`src/rtl/core/cur_pkg.sv`:
```
// Package for the chunk upload receiver: word types, codes, control structs
// and register reset values. No dependencies.
package cur_pkg;

    typedef enum logic [2:0] {
        PH_IDLE,
        PH_START,
        PH_LEN,
        PH_PAYLOAD,
        PH_CSUM_HI,
        PH_CSUM_LO,
        PH_END,
        PH_FLASH
    } t_phase;

    typedef enum logic [1:0] {
        FN_BYTE,
        FN_TICK,
        FN_FLASH,
        FN_BEGIN
    } t_func;

    typedef enum logic [2:0] {
        RC_ACK_START,
        RC_ACK_OK,
        RC_NACK_RETRY,
        RC_NACK_ABORT,
        RC_NACK_CORRUPT,
        RC_NACK_FLASH,
        RC_NACK_OVERFLOW
    } t_reply_code;

    typedef enum logic [2:0] {
        ST_OK,
        ST_CORRUPT,
        ST_OVERFLOW,
        ST_RETRIES,
        ST_FLASH_ERR
    } t_status;

    localparam logic KIND_REPLY = 1'b0;
    localparam logic KIND_WRITE = 1'b1;

    localparam logic [1:0] CFG_FLASH_BASE    = 2'd0;
    localparam logic [1:0] CFG_IMAGE_LIMIT   = 2'd1;
    localparam logic [1:0] CFG_RETRY_LIMIT   = 2'd2;
    localparam logic [1:0] CFG_TIMEOUT_TICKS = 2'd3;

    localparam logic [31:0] RST_FLASH_BASE    = 32'h0800_8000;
    localparam logic [20:0] RST_IMAGE_LIMIT   = 21'd16384;
    localparam logic [3:0]  RST_RETRY_LIMIT   = 4'd3;
    localparam logic [7:0]  RST_TIMEOUT_TICKS = 8'd2;

    localparam int OQ_DEPTH = 4;
    localparam int OQ_AW    = 2;

    typedef struct packed {
        t_func      func;
        logic [7:0] rx_byte;
        logic       prog_pass;
    } t_in_word;

    typedef struct packed {
        logic        kind;
        t_reply_code reply_code;
        logic [31:0] write_address;
        logic [31:0] write_data;
        logic        last;
        logic        session_done;
        t_status     session_status;
    } t_out_word;

    typedef struct packed {
        logic [31:0] flash_base;
        logic [20:0] image_limit;
        logic [3:0]  retry_limit;
        logic [7:0]  timeout_ticks;
    } t_cfg;

    typedef struct packed {
        logic        valid;
        t_reply_code code;
        logic        done;
        t_status     status;
    } t_reply;

    typedef struct packed {
        logic        start;
        logic [31:0] base;
    } t_burst;

    typedef struct packed {
        logic       en;
        logic [7:0] pos;
        logic [7:0] data;
    } t_store_wr;

endpackage

```
`src/rtl/core/cur_store.sv`:
```
// Payload memory: byte-lane writes, one word read per cycle, registered data.
// Depends on cur_pkg.
module cur_store
    import cur_pkg::*;
#(
    parameter int PAYLOAD_BYTES = 128
) (
    input  logic                                   i_clk,
    input  t_store_wr                              i_wr,
    input  logic                                   i_rd_en,
    input  logic [((PAYLOAD_BYTES+3)/4 > 1 ? $clog2((PAYLOAD_BYTES+3)/4) : 1)-1:0] i_rd_addr,
    output logic [3:0][7:0]                        o_rd_data
);
    localparam int WORDS = (PAYLOAD_BYTES + 3) / 4;
    localparam int AW    = WORDS > 1 ? $clog2(WORDS) : 1;

    logic [3:0][7:0] r_mem [WORDS];
    logic [3:0][7:0] r_rd_data;

    always_ff @(posedge i_clk) begin
        if (i_wr.en) begin
            r_mem[AW'(i_wr.pos >> 2)][i_wr.pos[1:0]] <= i_wr.data;
        end
        if (i_rd_en) begin
            r_rd_data <= r_mem[i_rd_addr];
        end
    end

    assign o_rd_data = r_rd_data;

endmodule

```
`src/rtl/core/cur_ctrl.sv`:
```
// Frame parser and session control: phase, checksum, counters and replies.
// Depends on cur_pkg.
module cur_ctrl
    import cur_pkg::*;
#(
    parameter int PAYLOAD_BYTES = 128
) (
    input  logic      i_clk,
    input  logic      i_rst_n,
    input  logic      i_accept,
    input  t_in_word  i_word,
    input  t_cfg      i_cfg,
    output t_reply    o_reply,
    output t_burst    o_burst,
    output t_store_wr o_store_wr
);
    t_phase      r_phase, n_phase;
    logic [7:0]  r_start, n_start;
    logic [7:0]  r_len, n_len;
    logic [7:0]  r_pos, n_pos;
    logic [15:0] r_sum, n_sum;
    logic [15:0] r_expect, n_expect;
    logic [20:0] r_total, n_total;
    logic [13:0] r_chunk, n_chunk;
    logic [7:0]  r_idle, n_idle;
    logic [3:0]  r_tmo, n_tmo;
    logic [3:0]  r_corrupt, n_corrupt;
    logic [3:0]  r_ffail, n_ffail;

    logic [7:0]  idle_inc;
    logic [3:0]  tmo_inc, cor_inc, ff_inc;
    logic [7:0]  pos_inc;
    logic [15:0] covered;
    logic        tick_to, tmo_abort, cor_abort, ff_abort, ovf, bad;

    assign idle_inc  = r_idle + 8'd1;
    assign tmo_inc   = r_tmo + 4'd1;
    assign cor_inc   = r_corrupt + 4'd1;
    assign ff_inc    = r_ffail + 4'd1;
    assign pos_inc   = r_pos + 8'd1;
    assign tick_to   = idle_inc >= i_cfg.timeout_ticks;
    assign tmo_abort = tmo_inc >= i_cfg.retry_limit;
    assign cor_abort = cor_inc >= i_cfg.retry_limit;
    assign ff_abort  = ff_inc >= i_cfg.retry_limit;
    assign ovf       = r_total > i_cfg.image_limit;
    assign covered   = 16'(r_start) + 16'(r_len) + r_sum;
    assign bad       = covered != r_expect;

    always_comb begin
        n_phase   = r_phase;
        n_start   = r_start;
        n_len     = r_len;
        n_pos     = r_pos;
        n_sum     = r_sum;
        n_expect  = r_expect;
        n_total   = r_total;
        n_chunk   = r_chunk;
        n_idle    = r_idle;
        n_tmo     = r_tmo;
        n_corrupt = r_corrupt;
        n_ffail   = r_ffail;
        if (i_accept) begin
            priority if (i_word.func == FN_BEGIN) begin
                n_total   = '0;
                n_chunk   = '0;
                n_idle    = '0;
                n_tmo     = '0;
                n_corrupt = '0;
                n_ffail   = '0;
                n_expect  = '0;
                n_phase   = PH_START;
                n_pos     = '0;
                n_sum     = '0;
            end else if (r_phase == PH_IDLE) begin
            end else if (i_word.func == FN_FLASH) begin
                if (r_phase == PH_FLASH) begin
                    if (i_word.prog_pass) begin
                        n_ffail = '0;
                        n_phase = PH_START;
                        n_pos   = '0;
                        n_sum   = '0;
                    end else begin
                        n_ffail = ff_inc;
                        n_chunk = r_chunk - 14'd1;
                        if (ff_abort) begin
                            n_phase = PH_IDLE;
                        end else begin
                            n_phase = PH_START;
                            n_pos   = '0;
                            n_sum   = '0;
                        end
                    end
                end
            end else if (r_phase == PH_FLASH) begin
            end else if (i_word.func == FN_TICK) begin
                n_idle = tick_to ? 8'd0 : idle_inc;
                if (tick_to) begin
                    n_tmo = tmo_inc;
                    if (tmo_abort) begin
                        n_phase = PH_IDLE;
                    end else begin
                        n_phase = PH_START;
                        n_pos   = '0;
                        n_sum   = '0;
                    end
                end
            end else begin
                n_idle = '0;
                n_tmo  = '0;
                unique case (r_phase)
                    PH_START: begin
                        n_start = i_word.rx_byte;
                        n_phase = PH_LEN;
                    end
                    PH_LEN: begin
                        if (i_word.rx_byte == 8'd0) begin
                            n_phase = PH_IDLE;
                        end else begin
                            n_len   = i_word.rx_byte;
                            n_pos   = '0;
                            n_sum   = '0;
                            n_phase = PH_PAYLOAD;
                        end
                    end
                    PH_PAYLOAD: begin
                        if (r_total != '1) begin
                            n_total = r_total + 21'd1;
                        end
                        n_sum = r_sum + 16'(i_word.rx_byte);
                        n_pos = pos_inc;
                        if (32'(pos_inc) >= 32'(PAYLOAD_BYTES)) begin
                            n_phase = PH_CSUM_HI;
                        end
                    end
                    PH_CSUM_HI: begin
                        n_expect = {i_word.rx_byte, 8'd0};
                        n_phase  = PH_CSUM_LO;
                    end
                    PH_CSUM_LO: begin
                        n_expect = {r_expect[15:8], i_word.rx_byte};
                        n_phase  = PH_END;
                    end
                    PH_END: begin
                        if (ovf) begin
                            n_chunk = r_chunk + 14'd1;
                            n_phase = PH_IDLE;
                        end else if (bad) begin
                            n_corrupt = cor_inc;
                            if (cor_abort) begin
                                n_phase = PH_IDLE;
                            end else begin
                                n_phase = PH_START;
                                n_pos   = '0;
                                n_sum   = '0;
                            end
                        end else begin
                            n_corrupt = '0;
                            n_chunk   = r_chunk + 14'd1;
                            n_phase   = PH_FLASH;
                        end
                    end
                    default: n_phase = PH_IDLE;
                endcase
            end
        end
    end

    always_comb begin
        o_reply        = '{valid: 1'b0, code: RC_ACK_START, done: 1'b0, status: ST_OK};
        o_burst.start  = 1'b0;
        o_burst.base   = i_cfg.flash_base + 32'(r_chunk) * 32'(PAYLOAD_BYTES);
        o_store_wr.en   = 1'b0;
        o_store_wr.pos  = r_pos;
        o_store_wr.data = i_word.rx_byte;
        if (i_accept) begin
            priority if (i_word.func == FN_BEGIN) begin
                o_reply.valid = 1'b1;
            end else if (r_phase == PH_IDLE) begin
            end else if (i_word.func == FN_FLASH) begin
                if (r_phase == PH_FLASH) begin
                    o_reply.valid = 1'b1;
                    if (i_word.prog_pass) begin
                        o_reply.code = RC_ACK_OK;
                    end else begin
                        o_reply.code = RC_NACK_FLASH;
                        if (ff_abort) begin
                            o_reply.done   = 1'b1;
                            o_reply.status = ST_FLASH_ERR;
                        end
                    end
                end
            end else if (r_phase == PH_FLASH) begin
            end else if (i_word.func == FN_TICK) begin
                if (tick_to) begin
                    o_reply.valid = 1'b1;
                    if (tmo_abort) begin
                        o_reply.code   = RC_NACK_ABORT;
                        o_reply.done   = 1'b1;
                        o_reply.status = ST_RETRIES;
                    end else begin
                        o_reply.code = RC_NACK_RETRY;
                    end
                end
            end else begin
                unique case (r_phase)
                    PH_LEN: begin
                        if (i_word.rx_byte == 8'd0) begin
                            o_reply.valid = 1'b1;
                            o_reply.code  = RC_ACK_OK;
                            o_reply.done  = 1'b1;
                        end
                    end
                    PH_PAYLOAD: o_store_wr.en = 1'b1;
                    PH_END: begin
                        if (ovf) begin
                            o_reply.valid  = 1'b1;
                            o_reply.code   = RC_NACK_OVERFLOW;
                            o_reply.done   = 1'b1;
                            o_reply.status = ST_OVERFLOW;
                        end else if (bad) begin
                            o_reply.valid = 1'b1;
                            o_reply.code  = RC_NACK_CORRUPT;
                            if (cor_abort) begin
                                o_reply.done   = 1'b1;
                                o_reply.status = ST_CORRUPT;
                            end
                        end else begin
                            o_burst.start = 1'b1;
                        end
                    end
                    default: ;
                endcase
            end
        end
    end

    always_ff @(posedge i_clk) begin
        if (!i_rst_n) begin
            r_phase   <= PH_IDLE;
            r_start   <= '0;
            r_len     <= '0;
            r_pos     <= '0;
            r_sum     <= '0;
            r_expect  <= '0;
            r_total   <= '0;
            r_chunk   <= '0;
            r_idle    <= '0;
            r_tmo     <= '0;
            r_corrupt <= '0;
            r_ffail   <= '0;
        end else begin
            r_phase   <= n_phase;
            r_start   <= n_start;
            r_len     <= n_len;
            r_pos     <= n_pos;
            r_sum     <= n_sum;
            r_expect  <= n_expect;
            r_total   <= n_total;
            r_chunk   <= n_chunk;
            r_idle    <= n_idle;
            r_tmo     <= n_tmo;
            r_corrupt <= n_corrupt;
            r_ffail   <= n_ffail;
        end
    end

endmodule

```
`src/rtl/core/cur_outq.sv`:
```
// Four-entry result queue between the control logic and the output channel.
// Depends on cur_pkg.
module cur_outq
    import cur_pkg::*;
(
    input  logic      i_clk,
    input  logic      i_rst_n,
    input  logic      i_enq,
    input  t_out_word i_enq_word,
    output logic      o_valid,
    output t_out_word o_word,
    input  logic      i_ready,
    output logic [2:0] o_free
);
    t_out_word          r_mem [OQ_DEPTH];
    logic [OQ_AW-1:0]   r_wr_ptr, r_rd_ptr;
    logic [2:0]         r_count;
    logic               deq;

    assign o_valid = r_count != 3'd0;
    assign o_word  = r_mem[r_rd_ptr];
    assign o_free  = 3'(OQ_DEPTH) - r_count;
    assign deq     = o_valid && i_ready;

    always_ff @(posedge i_clk) begin
        if (i_enq) begin
            r_mem[r_wr_ptr] <= i_enq_word;
        end
    end

    always_ff @(posedge i_clk) begin
        if (!i_rst_n) begin
            r_wr_ptr <= '0;
            r_rd_ptr <= '0;
            r_count  <= '0;
        end else begin
            if (i_enq) begin
                r_wr_ptr <= r_wr_ptr + OQ_AW'(1);
            end
            if (deq) begin
                r_rd_ptr <= r_rd_ptr + OQ_AW'(1);
            end
            r_count <= r_count + 3'(i_enq) - 3'(deq);
        end
    end

endmodule

```
`src/rtl/core/chunk_upload_receiver.sv`:
```
// Top level of the chunk upload receiver: config registers, write-run sequencer,
// payload memory, control and result queue. Depends on cur_pkg, cur_ctrl,
// cur_store and cur_outq.
//
//  channel   direction  signals                                 moves
//  in        input      i_in_valid / o_in_ready / i_in_word     func, byte, flash status
//  out       output     o_out_valid / i_out_ready / o_out_word  reply or flash write
//  cfg       input      i_cfg_we / i_cfg_idx / i_cfg_data       register write
//
// One input word per cycle when not stalled; replies are queued in the same cycle.
// A good chunk emits (PAYLOAD_BYTES+3)/4 write words, one per cycle from the
// payload memory read port while the result queue has room; input is held off
// until the last write word is queued. Input also stalls while the four-entry
// result queue is full. Synchronous active-low reset; no memory clearing pass.
module chunk_upload_receiver
    import cur_pkg::*;
#(
    parameter int PAYLOAD_BYTES = 128
) (
    input  logic        i_clk,
    input  logic        i_rst_n,
    input  logic        i_in_valid,
    output logic        o_in_ready,
    input  t_in_word    i_in_word,
    output logic        o_out_valid,
    input  logic        i_out_ready,
    output t_out_word   o_out_word,
    input  logic        i_cfg_we,
    input  logic [1:0]  i_cfg_idx,
    input  logic [31:0] i_cfg_data
);
    localparam int WORDS = (PAYLOAD_BYTES + 3) / 4;
    localparam int AW    = WORDS > 1 ? $clog2(WORDS) : 1;

    t_cfg        r_cfg;
    logic        r_burst, r_pend, r_pend_last;
    logic [AW-1:0] r_word, r_pend_idx;
    logic [31:0] r_addr, r_pend_addr;

    logic        accept, issue, run_end;
    logic [2:0]  free;
    t_reply      reply;
    t_burst      burst;
    t_store_wr   store_wr;
    logic [3:0][7:0] rd_data;
    logic [3:0][7:0] wdata;
    logic        enq;
    t_out_word   enq_word;

    assign o_in_ready = !r_burst && !r_pend && (free != 3'd0);
    assign accept     = i_in_valid && o_in_ready;
    assign issue      = r_burst && (free > 3'(r_pend));
    assign run_end    = r_word == AW'(WORDS - 1);

    always_ff @(posedge i_clk) begin
        if (!i_rst_n) begin
            r_cfg.flash_base    <= RST_FLASH_BASE;
            r_cfg.image_limit   <= RST_IMAGE_LIMIT;
            r_cfg.retry_limit   <= RST_RETRY_LIMIT;
            r_cfg.timeout_ticks <= RST_TIMEOUT_TICKS;
        end else if (i_cfg_we) begin
            unique case (i_cfg_idx)
                CFG_FLASH_BASE:    r_cfg.flash_base    <= i_cfg_data;
                CFG_IMAGE_LIMIT:   r_cfg.image_limit   <= i_cfg_data[20:0];
                CFG_RETRY_LIMIT:   r_cfg.retry_limit   <= i_cfg_data[3:0];
                CFG_TIMEOUT_TICKS: r_cfg.timeout_ticks <= i_cfg_data[7:0];
                default: ;
            endcase
        end
    end

    cur_ctrl #(
        .PAYLOAD_BYTES(PAYLOAD_BYTES)
    ) u_ctrl (
        .i_clk      (i_clk),
        .i_rst_n    (i_rst_n),
        .i_accept   (accept),
        .i_word     (i_in_word),
        .i_cfg      (r_cfg),
        .o_reply    (reply),
        .o_burst    (burst),
        .o_store_wr (store_wr)
    );

    cur_store #(
        .PAYLOAD_BYTES(PAYLOAD_BYTES)
    ) u_store (
        .i_clk     (i_clk),
        .i_wr      (store_wr),
        .i_rd_en   (issue),
        .i_rd_addr (r_word),
        .o_rd_data (rd_data)
    );

    // write-run sequencer
    always_ff @(posedge i_clk) begin
        if (!i_rst_n) begin
            r_burst <= 1'b0;
            r_pend  <= 1'b0;
        end else begin
            r_pend <= issue;
            if (burst.start) begin
                r_burst <= 1'b1;
            end else if (issue && run_end) begin
                r_burst <= 1'b0;
            end
        end
    end

    always_ff @(posedge i_clk) begin
        if (burst.start) begin
            r_word <= '0;
            r_addr <= burst.base;
        end else if (issue) begin
            r_word <= r_word + AW'(1);
            r_addr <= r_addr + 32'd4;
        end
        if (issue) begin
            r_pend_idx  <= r_word;
            r_pend_addr <= r_addr;
            r_pend_last <= run_end;
        end
    end

    // bytes past the payload end read as zero
    always_comb begin
        for (int l = 0; l < 4; l++) begin
            wdata[l] = ((32'(r_pend_idx) * 32'd4 + 32'(l)) < 32'(PAYLOAD_BYTES)) ?
                       rd_data[l] : 8'd0;
        end
    end

    always_comb begin
        enq      = r_pend || reply.valid;
        enq_word = '{kind: KIND_REPLY, reply_code: reply.code, write_address: 32'd0,
                     write_data: 32'd0, last: 1'b1, session_done: reply.done,
                     session_status: reply.status};
        if (r_pend) begin
            enq_word = '{kind: KIND_WRITE, reply_code: RC_ACK_START,
                         write_address: r_pend_addr, write_data: wdata,
                         last: r_pend_last, session_done: 1'b0, session_status: ST_OK};
        end
    end

    cur_outq u_outq (
        .i_clk      (i_clk),
        .i_rst_n    (i_rst_n),
        .i_enq      (enq),
        .i_enq_word (enq_word),
        .o_valid    (o_out_valid),
        .o_word     (o_out_word),
        .i_ready    (i_out_ready),
        .o_free     (free)
    );

endmodule

```
`config.mk`:
```
export PLATFORM = sky130hd
export DESIGN_NAME = chunk_upload_receiver
export DESIGN_NICKNAME = d
export VERILOG_FILES = /design/src/rtl/core/cur_pkg.sv /design/src/rtl/core/cur_store.sv /design/src/rtl/core/cur_ctrl.sv /design/src/rtl/core/cur_outq.sv /design/src/rtl/core/chunk_upload_receiver.sv
export SDC_FILE = /design/constraint.sdc
export NUM_CORES = 2
export LEC_CHECK = 0
export ABC_CLOCK_PERIOD_IN_PS = 22700
export BUFFER_PORTS_ARGS = -buffer_cell sky130_fd_sc_hd__buf_2
export CAP_MARGIN = 5
export CORE_UTILIZATION = 50
export DETAILED_ROUTE_END_ITERATION = 7
export GPL_TIMING_DRIVEN = 1
export PLACE_DENSITY_LB_ADDON = 0.3
export SYNTH_ARGS = -nofsm -noshare
export SYNTH_HDL_FRONTEND = slang
export SYNTH_SLANG_ARGS = --single-unit
```
`constraint.sdc`:
```
create_clock -name i_clk -period 22.7 [get_ports i_clk]
set_clock_uncertainty 0.15 [all_clocks]
set_input_delay 3.405 -clock i_clk [delete_from_list [all_inputs] [get_ports i_clk]]
set_output_delay 3.405 -clock i_clk [all_outputs]
set_load 0.02 [all_outputs]
```
==> metrics.cfg <==
[power_and_ir_drop]
power_leakage_nw=24.3
peakVddDrop_mv=0.0650
clockPowerShare=0.391
p_per_area_nw_per_um2=92.5
power.switching_w=0.00169
sw_frac_of_total=0.247
p_int_w=0.00516
comb_power_share=0.127
pwr-share-seq=0.482

[critical_path]
crit_type=flip-flop to primary output
arrival_ns=3.23
critPathMaxFanout=44
crit_path_end_kind=primary output
r2r_cells=22
worstPathCellList=buf_4, mux4_2, buf_2
start_kind=flip-flop
critPathSlowestCell=buf_4
required_ns=19.15
slowest_delay_ns=0.82

[floorplan]
dieArea_um2=134000
rows=133
ios=125
initial_core_util=0.503
fp.dieW_um=366
die_h_um=366
core_area_um2=131000

[route]
num_vias=35251
wl_met2_um=76900
drtIter0Drc=3617
drc=0
maxUsedRoutingLayer=met4
vias_per_cell=5.97
wl_met1_um=65900
post_drt_wl_per_cell_um=27.0
first_pass_iters=6
antenna_left=0
wl_um=160000
wl_met3_um=12600

[global_route]
antenna_found_initial=4
grt_overflow_total=0
grt_pass1_vias=34962
track_usage=0.242
grt_pass1_wl_um=234000
grt_max_degree=84

[cells_and_area]
final_nets=4193
final_cells=5907
n_antenna_cell=0
syn_to_final_growth_pct=12.0
drive_above_1_share=0.211

[timing]
fin_crit_sh=0.299
slew_violations=0
slew_headroom=0.232
rsz0062_at_grt=false
finalHoldViolations=0
setup-tns-final_ns=0
worst_pin_slew_ns=1.15
max_clock_freq_mhz=147
min_period_ns=6.79
setup_viol=0

[synthesis]
avgSynthCellArea_um2=17.1
synthCells=3877
synth_ff_type=edfxtp_1
synth-seq-cells=1608
yosysSeqAreaShare=0.701
syn_nets=4047
async_flop_share=0
synth-edff-count=1413
synth.distinct_cells=69
syn_area_um2=66100
synth.yosys.warnings=0

[clock_network]
htree_num_levels=4
clock_latency_ns=0.80
cts.sinks=1608
path_clk_slew_ns=0.06
cts_setup_buffers=0
cts_resized=0
cts_tree=built
hold_buffers=0
cts_made_buffers=160
cts_root_buf=clkbuf_16
cts.path.max_buffers=3

[place]
io_buffers=124
placedCellCount=5616
place.gp.congestion=0.857
dp_hpwl_um=102000

[min_path]
holdCritPathClass=flip-flop to flip-flop
hold_depth=0

[flow_run]
cap_violations=0

[status]
outcome=complete, no violations

==> power groups by stage <==
stage,Combinational (W),Sequential [W],Clock (W)
floorplan,0.000611,0.00332,0
finish,0.000870,0.00330,0.00268
global placement,0.000875,0.00336,0
CTS,0.000880,0.00330,0.00271
global route,0.000925,0.00331,0.00282
detailed placement,0.000876,0.00336,0
==> registers in the layout (all words and copies together) (netlist names), 3 cells and up, named ones only <==
| register | count |
|---|---|
| u_outq.r_count | 3 |
| u_store.o_rd_data | 32 |
| u_ctrl.r_total | 21 |
| u_ctrl.r_chunk | 14 |
| u_outq.r_mem | 292 |
| u_ctrl.r_idle | 8 |
| u_ctrl.r_start | 8 |
| u_store.r_mem | 1024 |
| u_ctrl.r_phase | 3 |
| r_cfg | 65 |
| u_ctrl.r_tmo | 4 |
| u_ctrl.r_len | 8 |
| r_addr | 32 |
| u_ctrl.r_expect | 16 |
| u_ctrl.r_pos | 8 |
| r_pend_addr | 32 |
| u_ctrl.r_corrupt | 4 |
| u_ctrl.r_sum | 16 |
| r_word | 5 |
| u_ctrl.r_ffail | 4 |
==> cells in the mapped netlist, types with 21 or more instances <==
cell type / instances / area, µm²
edfxtp_1: 1413 / 42400
mux4_2: 393 / 8850
nand2_1: 303 / 1140
nor2_1: 288 / 1080
dfxtp_1: 195 / 3900
a21oi_1: 175 / 876
clkbuf_1: 140 / 526
ha_1: 114 / 1430
and2_1: 83 / 519
inv_1: 83 / 312
xnor2_1: 82 / 718
nand3_1: 76 / 380
o21ai_0: 49 / 245
xor2_1: 49 / 429
buf_1: 36 / 135
mux2i_1: 34 / 340
mux2_2: 33 / 372
nor3_1: 33 / 165
a21o_1: 26 / 195
nand4_1: 23 / 144
and3_1: 21 / 131
==> cell usage in the layout (no fill, tap or decap), drive strengths merged, types with 5 or more instances in the layout <==
master / count
a211oi: 12
a21o: 26
a21oi: 175
a31oi: 15
and2: 83
and3: 21
and4: 8
buf: 172
bufinv: 15
clkbuf: 200
clkinv: 63
clkinvlp: 8
dfxtp: 195
edfxtp: 1413
fa: 6
ha: 114
inv: 88
mux2: 33
mux2i: 34
mux4: 393
nand2: 304
nand2b: 14
nand3: 76
nand3b: 5
nand4: 23
nor2: 288
nor2b: 18
nor3: 33
nor3b: 6
nor4: 16
o211ai: 8
o21a: 12
o21ai: 56
o21bai: 9
o41ai: 7
or3: 19
xnor2: 82
xor2: 49
==> critical path, delay by kind of cell, from the launching register on <==
family / cells / cell delay [ns]
flops: 1 / 0.75
mux: 1 / 0.64
buf+inv: 2 / 1.00
==> final timing paths <==
path                                        end                           start  slack [ns]
setup / recovery                 o_out_word[13]                       flip-flop       15.91
hold / removal         r_pend_addr[0]$_DFFE_PP_             r_addr[0]$_DFFE_PP_        0.28
setup reg to reg  u_outq.r_mem[0][31]$_DFFE_PP_  u_ctrl.r_start[0]$_SDFFE_PN0P_       16.44
hold reg to reg        r_pend_addr[0]$_DFFE_PP_             r_addr[0]$_DFFE_PP_        0.28
==> stage by stage <==
stage                     instance area [µm²]  setup slack [ns]  power [W]  hold slack (ns)  utilization
after detailed placement                68700             15.21    0.00424            0.266        0.523
after CTS                               74000             15.73    0.00690            0.280        0.564
after global placement                  68700             15.14    0.00424            0.269        0.523
after global routing                    74000             15.58    0.00705            0.291        0.564
after floorplan                         66100             14.19    0.00393            0.250            -
final                                   74000             15.91    0.00685            0.277        0.564
==> kinds of logic (layout without fill, tap and decap cells) <==
group | count (synthesis) | in the layout | synth area share
adders and majority gates | 120 | 120 | 0.0234
buffers and inverters | 271 | 546 | 0.0157
xor gates and xnor gates | 131 | 131 | 0.0174
DFF | 1608 | 1608 | 0.701
muxes | 460 | 460 | 0.145
and+or+nand+nor | 925 | 925 | 0.0641
AOI/OAI and AO/OA | 362 | 362 | 0.0339
==> layout make-up <==
class	instances	area (µm²)
Fill cell	9793	57300
Sequential cell	1608	46400
Multi-Input combinational cell	1998	18800
Clock buffer	200	4290
Tap cell	1755	2200
Clock inverter	91	1100
Timing Repair Buffer	172	1000
Inverter	83	315
==> layer usage <==
| layer | vias up | track usage |
|---|---|---|
| met5 | - | 0 |
| met4 | 0 | 0.0726 |
| met3 | 230 | 0.0499 |
| met2 | 1504 | 0.388 |
| met1 | 18062 | 0.334 |
| li1 | 15455 | - |
Note: power is estimated with default switching activity, not from simulation.
